--- config.mk ---
export PLATFORM = sky130hd
export DESIGN_NAME = keyed_slot_table_unit
export DESIGN_NICKNAME = d
export VERILOG_FILES = /design/src/sv/kst_pkg.sv /design/src/sv/keyed_slot_table_unit.sv /design/src/sv/kst_ram.sv
export SDC_FILE = /design/constraint.sdc
export NUM_CORES = 2
export LEC_CHECK = 0
export BUFFER_PORTS_ARGS = -buffer_cell sky130_fd_sc_hd__buf_2
export CORE_ASPECT_RATIO = 0.5
export CORE_MARGIN = 5
export CORE_UTILIZATION = 45
export CTS_BUF_LIST = sky130_fd_sc_hd__clkbuf_8
export CTS_CLUSTER_DIAMETER = 80
export DETAILED_ROUTE_END_ITERATION = 8
export GPL_ROUTABILITY_DRIVEN = 0
export SYNTH_ARGS = -nofsm -noshare
export SYNTH_HDL_FRONTEND = slang
export SYNTH_SLANG_ARGS = --single-unit
export TNS_END_PERCENT = 10
--- constraint.sdc ---
create_clock -name clk -period 11.5 [get_ports clk]
set_clock_uncertainty 0.05 [all_clocks]
set_input_delay 2.3 -clock clk [delete_from_list [all_inputs] [get_ports clk]]
set_output_delay 2.3 -clock clk [all_outputs]
set_load 0.005 [all_outputs]
--- src/sv/kst_pkg.sv ---
`default_nettype none
package kst_pkg;

	localparam int CMD_W    = 3;
	localparam int KEY_W    = 32;
	localparam int VAL_W    = 32;
	localparam int STATUS_W = 2;
	localparam int SLOT_W   = 4;
	localparam int ENTRY_W  = 5;

	localparam logic [CMD_W-1:0] CMD_ADD    = 3'd0;
	localparam logic [CMD_W-1:0] CMD_SEARCH = 3'd1;
	localparam logic [CMD_W-1:0] CMD_REMOVE = 3'd2;
	localparam logic [CMD_W-1:0] CMD_CLEAR  = 3'd3;
	localparam logic [CMD_W-1:0] CMD_WALK   = 3'd4;

	localparam logic [STATUS_W-1:0] ST_OK   = 2'd0;
	localparam logic [STATUS_W-1:0] ST_FULL = 2'd1;
	localparam logic [STATUS_W-1:0] ST_MISS = 2'd2;

endpackage
`default_nettype wire

--- src/sv/keyed_slot_table_unit.sv ---
// Add, search and remove scan slots in order and stop at the first hit: the result
// beat is registered from the RAM read of the hit slot; if none hits, add reports full
// and search or remove report a miss. Walk sends one beat per valid slot, or one miss
// beat if none is valid; clear empties every slot and answers with a single beat. One
// command at a time: the next request beat can be taken in the cycle after the last
// result is loaded, and the slot scan stalls while a result beat waits. Reset clears
// the valid bits, the entry count and the handshakes at once; RAM is not cleared.
`default_nettype none
module keyed_slot_table_unit #(
	parameter int DEPTH      = 16,
	parameter int VALUE_BITS = 32
) (
	input  logic                           clk,
	input  logic                           arst_n,
	input  logic                           req_valid,
	output logic                           req_ready,
	input  logic [kst_pkg::CMD_W-1:0]      cmd,
	input  logic [kst_pkg::KEY_W-1:0]      req_key,
	input  logic [kst_pkg::VAL_W-1:0]      req_value,
	output logic                           rsp_valid,
	input  logic                           rsp_ready,
	output logic [kst_pkg::STATUS_W-1:0]   status,
	output logic [kst_pkg::SLOT_W-1:0]     slot,
	output logic [kst_pkg::KEY_W-1:0]      key_out,
	output logic [kst_pkg::VAL_W-1:0]      value_out,
	output logic [kst_pkg::ENTRY_W-1:0]    entries,
	output logic                           last
);

	import kst_pkg::*;

	localparam int AW = $clog2(DEPTH);
	localparam int CW = $clog2(DEPTH + 1);
	localparam int MW = KEY_W + VALUE_BITS;

	typedef enum logic [1:0] {S_IDLE, S_SCAN, S_CLR} state_t;

	state_t                state_q;
	logic [CMD_W-1:0]      cmd_q;
	logic [KEY_W-1:0]      key_q;
	logic [VALUE_BITS-1:0] val_q;
	logic [AW-1:0]         idx_q;
	logic                  iss_q;
	logic                  vld_s1;
	logic [AW-1:0]         idx_s1;
	logic [DEPTH-1:0]      valid_q;
	logic [CW-1:0]         count_q;
	logic [CW-1:0]         walk_q;

	logic                  rsp_valid_q;
	logic [STATUS_W-1:0]   status_q;
	logic [SLOT_W-1:0]     slot_q;
	logic [KEY_W-1:0]      key_out_q;
	logic [VAL_W-1:0]      value_out_q;
	logic [ENTRY_W-1:0]    entries_q;
	logic                  last_q;

	logic [AW-1:0]         ram_rd_addr;
	logic [MW-1:0]         ram_rd_data;
	logic                  ram_wr_en;
	logic [KEY_W-1:0]      rd_key;
	logic [VALUE_BITS-1:0] rd_val;
	logic [63:0]           req_val64;
	logic [63:0]           rd_val64;
	logic [63:0]           val_q64;

	logic                  out_free;
	logic                  slot_vld;
	logic                  final_slot;
	logic                  hit;
	logic                  need_emit;
	logic                  stall;
	logic                  fire;
	logic                  walk_last;
	logic                  done;
	logic [CW-1:0]         em_count;
	logic [STATUS_W-1:0]   em_status;
	logic [SLOT_W-1:0]     em_slot;
	logic [KEY_W-1:0]      em_key;
	logic [VAL_W-1:0]      em_value;
	logic                  em_last;

	assign rd_key    = ram_rd_data[MW-1 -: KEY_W];
	assign rd_val    = ram_rd_data[VALUE_BITS-1:0];
	assign req_val64 = 64'(req_value);
	assign rd_val64  = 64'(rd_val);
	assign val_q64   = 64'(val_q);

	assign out_free   = !rsp_valid_q || rsp_ready;
	assign slot_vld   = valid_q[idx_s1];
	assign final_slot = (idx_s1 == AW'(DEPTH - 1));
	assign walk_last  = (CW'(walk_q + 1'b1) == count_q);

	always_comb begin
		unique case (cmd_q)
			CMD_ADD:    hit = !slot_vld;
			CMD_SEARCH: hit = slot_vld && (rd_key == key_q);
			CMD_REMOVE: hit = slot_vld && (rd_key == key_q);
			CMD_WALK:   hit = slot_vld;
			default:    hit = 1'b0;
		endcase
	end

	assign need_emit = (state_q == S_SCAN) && vld_s1 && (hit || final_slot);
	assign stall     = need_emit && !out_free;
	assign fire      = need_emit && out_free;
	assign done      = (cmd_q == CMD_WALK) ? ((hit && walk_last) || (!hit && final_slot)) : 1'b1;
	assign ram_wr_en = fire && hit && (cmd_q == CMD_ADD);
	assign ram_rd_addr = stall ? idx_s1 : idx_q;

	always_comb begin
		em_count  = count_q;
		em_status = ST_OK;
		em_slot   = '0;
		em_key    = '0;
		em_value  = '0;
		em_last   = 1'b1;
		if (hit) begin
			em_slot  = SLOT_W'(idx_s1);
			em_key   = rd_key;
			em_value = rd_val64[VAL_W-1:0];
			if (cmd_q == CMD_ADD) begin
				em_key   = key_q;
				em_value = val_q64[VAL_W-1:0];
				em_count = CW'(count_q + 1'b1);
			end else if (cmd_q == CMD_REMOVE) begin
				em_count = CW'(count_q - 1'b1);
			end else if (cmd_q == CMD_WALK) begin
				em_last = walk_last;
			end
		end else begin
			em_status = (cmd_q == CMD_ADD) ? ST_FULL : ST_MISS;
		end
	end

	always_ff @(posedge clk or negedge arst_n) begin
		if (!arst_n) begin
			state_q     <= S_IDLE;
			cmd_q       <= '0;
			key_q       <= '0;
			val_q       <= '0;
			idx_q       <= '0;
			iss_q       <= 1'b0;
			vld_s1      <= 1'b0;
			idx_s1      <= '0;
			valid_q     <= '0;
			count_q     <= '0;
			walk_q      <= '0;
			rsp_valid_q <= 1'b0;
			status_q    <= '0;
			slot_q      <= '0;
			key_out_q   <= '0;
			value_out_q <= '0;
			entries_q   <= '0;
			last_q      <= 1'b0;
		end else begin
			if (rsp_ready) begin
				rsp_valid_q <= 1'b0;
			end
			unique case (state_q)
				S_IDLE: begin
					if (req_valid) begin
						cmd_q  <= cmd;
						key_q  <= req_key;
						val_q  <= req_val64[VALUE_BITS-1:0];
						idx_q  <= '0;
						vld_s1 <= 1'b0;
						walk_q <= '0;
						unique case (cmd)
							CMD_ADD, CMD_SEARCH, CMD_REMOVE, CMD_WALK: begin
								iss_q   <= 1'b1;
								state_q <= S_SCAN;
							end
							CMD_CLEAR: begin
								iss_q   <= 1'b0;
								state_q <= S_CLR;
							end
							default: begin
								iss_q <= 1'b0;
							end
						endcase
					end
				end
				S_CLR: begin
					if (out_free) begin
						rsp_valid_q <= 1'b1;
						status_q    <= ST_OK;
						slot_q      <= '0;
						key_out_q   <= '0;
						value_out_q <= '0;
						entries_q   <= '0;
						last_q      <= 1'b1;
						valid_q     <= '0;
						count_q     <= '0;
						state_q     <= S_IDLE;
					end
				end
				S_SCAN: begin
					if (!stall) begin
						vld_s1 <= iss_q;
						idx_s1 <= idx_q;
						if (iss_q) begin
							if (idx_q == AW'(DEPTH - 1)) begin
								iss_q <= 1'b0;
							end else begin
								idx_q <= AW'(idx_q + 1'b1);
							end
						end
						if (fire) begin
							rsp_valid_q <= 1'b1;
							status_q    <= em_status;
							slot_q      <= em_slot;
							key_out_q   <= em_key;
							value_out_q <= em_value;
							entries_q   <= ENTRY_W'(em_count);
							last_q      <= em_last;
							count_q     <= em_count;
							if (hit && (cmd_q == CMD_ADD)) begin
								valid_q[idx_s1] <= 1'b1;
							end
							if (hit && (cmd_q == CMD_REMOVE)) begin
								valid_q[idx_s1] <= 1'b0;
							end
							if (hit && (cmd_q == CMD_WALK)) begin
								walk_q <= CW'(walk_q + 1'b1);
							end
							if (done) begin
								state_q <= S_IDLE;
								iss_q   <= 1'b0;
								vld_s1  <= 1'b0;
							end
						end
					end
				end
				default: begin
					state_q <= S_IDLE;
				end
			endcase
		end
	end

	kst_ram #(
		.WIDTH(MW),
		.DEPTH(DEPTH)
	) u_ram (
		.clk    (clk),
		.wr_en  (ram_wr_en),
		.wr_addr(idx_s1),
		.wr_data({key_q, val_q}),
		.rd_addr(ram_rd_addr),
		.rd_data(ram_rd_data)
	);

	assign req_ready = (state_q == S_IDLE);
	assign rsp_valid = rsp_valid_q;
	assign status    = status_q;
	assign slot      = slot_q;
	assign key_out   = key_out_q;
	assign value_out = value_out_q;
	assign entries   = entries_q;
	assign last      = last_q;

endmodule
`default_nettype wire

--- src/sv/kst_ram.sv ---
`default_nettype none
module kst_ram #(
	parameter int WIDTH = 64,
	parameter int DEPTH = 16
) (
	input  logic                     clk,
	input  logic                     wr_en,
	input  logic [$clog2(DEPTH)-1:0] wr_addr,
	input  logic [WIDTH-1:0]         wr_data,
	input  logic [$clog2(DEPTH)-1:0] rd_addr,
	output logic [WIDTH-1:0]         rd_data
);

	logic [WIDTH-1:0] mem_q [DEPTH];
	logic [WIDTH-1:0] rd_data_q;

	always_ff @(posedge clk) begin
		if (wr_en) begin
			mem_q[wr_addr] <= wr_data;
		end
		rd_data_q <= mem_q[rd_addr];
	end

	assign rd_data = rd_data_q;

endmodule
`default_nettype wire

==> flow_metrics.py <==
metrics = {
    "worst_setup_path": {
        "required_ns": 12.19,
        "worstSetupStartpointType": "flip-flop",
        "worstPathArrival_ns": 6.80,
        "regToRegSetupSlack_ns": 5.39,
        "worst_setup_path_end_kind": "flip-flop",
        "crit_fanout": 132,
        "crit_type": "flip-flop to flip-flop",
    },
    "global_routing": {
        "grt_max_degree": 139,
        "antenna_found_initial": 4,
        "grt_pass1_wl_um": 183100,
        "grt_pass1_vias": 26950,
        "grt_overflow": 0,
        "grt_use_total_pct": 21.31,
    },
    "cells_and_area": {
        "layout-drive-gt1-share_pct": 23.69,
        "area_delta_synth_final_pct": 12.02,
        "fin_cells": 4654,
        "nNetsFinal": 3142,
        "nFillCells": 8800,
    },
    "placed_design": {
        "dpl.hpwl_um": 61930,
        "portBuffers": 148,
        "dp_cells": 4317,
        "dpl_worst_slack_ns": 4.920,
    },
    "detailed_routing": {
        "drc": 0,
        "wl_per_cell_um": 27.00,
        "drtAntennaViolNets": 0,
        "drtIter0Drc": 2223,
        "finalWirelength_um": 125700,
        "route.detailed.vias_per_inst": 5.723,
        "via_count": 26640,
        "drtPass1Iterations": 5,
    },
    "timing": {
        "tightest_slew_ns": 1.104,
        "setup_viol": 0,
        "tns_ns": 0,
        "final.setup.worst_slack_ns": 5.389,
        "fin_crit_ns": 6.111,
        "maxSlewViolCount": 0,
        "fmax_ghz": 0.1636,
        "rsz0062_at_grt": "false",
        "hold_viol_final": 0,
        "fin_crit_sh_pct": 53.14,
        "max-slew-margin-rel_pct": 26.38,
    },
    "yosys": {
        "synth-xor-area-share_pct": 0.8176,
        "async_reset_ff_share_pct": 13.99,
        "synthesis.area_mm2": 0.04928,
        "synth_top_area_cell": "edfxtp_1",
        "synthSimpleGateAreaFrac_pct": 2.742,
        "synth-adder-area-share_pct": 0.2641,
        "ys.flop_type": "edfxtp_1",
        "ys_seq_area_share_pct": 73.99,
        "syn-num-nets": 2916,
        "synth_edf_count": 1024,
        "synth_seq_cells": 1265,
        "synth_cells": 2836,
        "synth_top_family_by_area": "multiplexers",
        "synth_warnings": 0,
        "synthTopCellsByArea": "edfxtp_1, dfrtp_1, mux2i_1, mux2_2, dfxtp_1",
        "synth_mux_area_share_pct": 14.28,
        "synth_top_cell_area_share_pct": 62.40,
        "syn_avg_cell_area_um2": 17.38,
        "synth_cell_types": 58,
        "synth_compound_area_share_pct": 6.310,
    },
    "power_and_ir_drop": {
        "peakVddDrop_uv": 138.1,
        "p_per_area_mw_per_mm2": 235.4,
        "leakagePower_nw": 20.71,
    },
    "die": {
        "start_util_pct": 45.56,
        "dieArea_mm2": 0.1166,
        "io_pins": 149,
        "die_h_um": 244.0,
        "core_mm2": 0.1082,
        "fp-row-count": 85,
        "die_w_um": 478.0,
    },
    "clock_tree": {
        "cts_htree_levels": 4,
        "clkSinkCount": 1265,
        "cts_setup_buffers": 0,
        "cts_hold_buf": 0,
        "worstSkewPairLatency_ns": 0.87,
        "clk_pin_slew_ns": 0.07,
        "clock_path_buffers": 3,
        "numCtsBuffers": 178,
        "cts_tree": "yes",
        "root_buffer": "clkbuf_8",
        "cts_resized": 0,
    },
    "worst_hold_path": {
        "hold_class": "flip-flop to flip-flop",
    },
    "outcome": {
        "status": "finished clean",
    },
    "flow_run": {
        "max-cap-violations": 0,
    },
}
-- report_power, final --
group          internal (mW)  switching [mW]
logic                   1.24            1.68
clock network           1.65            1.72
registers               5.90           0.794
-- metal layers --
metal	GRT usage, %	part of all wire, %
met5	0	0
met4	6.790	2.3
met3	3.511	5.6
met2	33.23	46
met1	30.84	46
-- registers in the layout (all words and copies together) (netlist names) --
| register | count |
|---|---|
| key_out | 32 |
| value_out | 32 |
| walk_q | 5 |
| idx_q | 4 |
| valid_q | 16 |
| key_q | 32 |
| u_ram.mem_q | 1024 |
| status | 2 |
| rsp_valid | 1 |
| last | 1 |
| val_q | 32 |
| iss_q | 1 |
| entries | 5 |
| slot | 4 |
| idx_s1 | 4 |
| cmd_q | 3 |
| u_ram.rd_data | 64 |
| vld_s1 | 1 |
| state_q | 2 |
-- worst max-delay path, stage by stage, from the launching register on --
cell      delay [ns]
dfrtp_1         0.90
mux4_2          0.61
a22oi_2         0.28
nand2_2         0.15
o211ai_1        0.24
a211o_1         0.81
mux2i_4         0.38
buf_12          0.47
buf_12          0.58
mux2_2          0.42
a22o_1          0.23
or4_1           0.48
-- area by class of cell --
type                       instances  area, um^2  area share, %
antenna                            2       5.005       0.009066
clock buffer                     205        2821          5.111
clock inverter                   130       588.1          1.065
inverter                          14       55.05        0.09973
multi-input combinational       1397       12250          22.20
sequential                      1265       36460          66.05
tap                             1435        1795          3.252
timing repair buffer             206        1224          2.217
-- placed cells by master, fill, tap and decap left out, drive strengths merged, types with 4 or more instances in the layout --
cell         n
inv        100
xor2         9
nor2b        4
buf        206
mux2       327
mux2i      325
clkinvlp     6
o22ai      128
a22o       146
edfxtp    1024
clkinv      37
nand3       13
nor2        34
dfxtp       64
o21ai       50
nor4         4
or4         64
nand4       10
mux4         4
clkbuf     205
ha           8
xnor2       37
a21oi        8
nand2      111
o31ai       71
nor3         5
dfrtp      177
-- synth_stat cells (all sizes together) (3+ instances only) --
library cell	instances
a22o	146
mux2	327
dfxtp	64
xnor2	37
nand3b	3
inv	13
buf	69
xor2	9
a21o	3
nor2	34
nor3	5
ha	8
nand4	10
a21oi	8
a22oi	3
mux4	4
mux2i	325
or3	3
o22ai	128
clkbuf	91
o21ai	50
nor2b	4
a31oi	3
nand3	13
or4	64
nor4	4
o31ai	71
dfrtp	177
nand2	111
edfxtp	1024
o41ai	3
-- cells by family (layout without fill, tap and decap cells) --
kind of cell,Yosys count,after routing
and+or+nand+nor,262,262
other,0,2
DFF,1265,1265
AOI/OAI and AO/OA,423,423
buffers and inverters,174,555
adders and majority gates,10,10
muxes,656,656
xor gates and xnor gates,46,46
-- per-stage QoR --
stage                     hold slack (ns)  util (%)  area [um^2]  power, mW
after detailed placement           0.4110     47.88        51790      9.724
final                              0.4206     51.04        55200      13.00
after CTS                          0.4244     51.03        55200      13.09
after global placement             0.4035     47.88        51790      9.643
after global routing               0.4462     51.04        55200      13.59
after floorplan                    0.4001         -        49280      8.486
-- final timing paths --
| kind | from | end | cells past startpoint |
|---|---|---|---|
| hold reg to reg | key_out[28] | key_out[28] | 2 |
| setup reg to reg | idx_s1[0] | u_ram.rd_data[22] | 11 |
| min in group asynchronous | arst_n | val_q[22] | 1 |
| setup / recovery | idx_s1[0] | u_ram.rd_data[22] | 11 |
| max in group asynchronous | arst_n | key_out[21] | 3 |
| hold / removal | key_out[28] | key_out[28] | 2 |
Power figures use the tool's default switching activity.
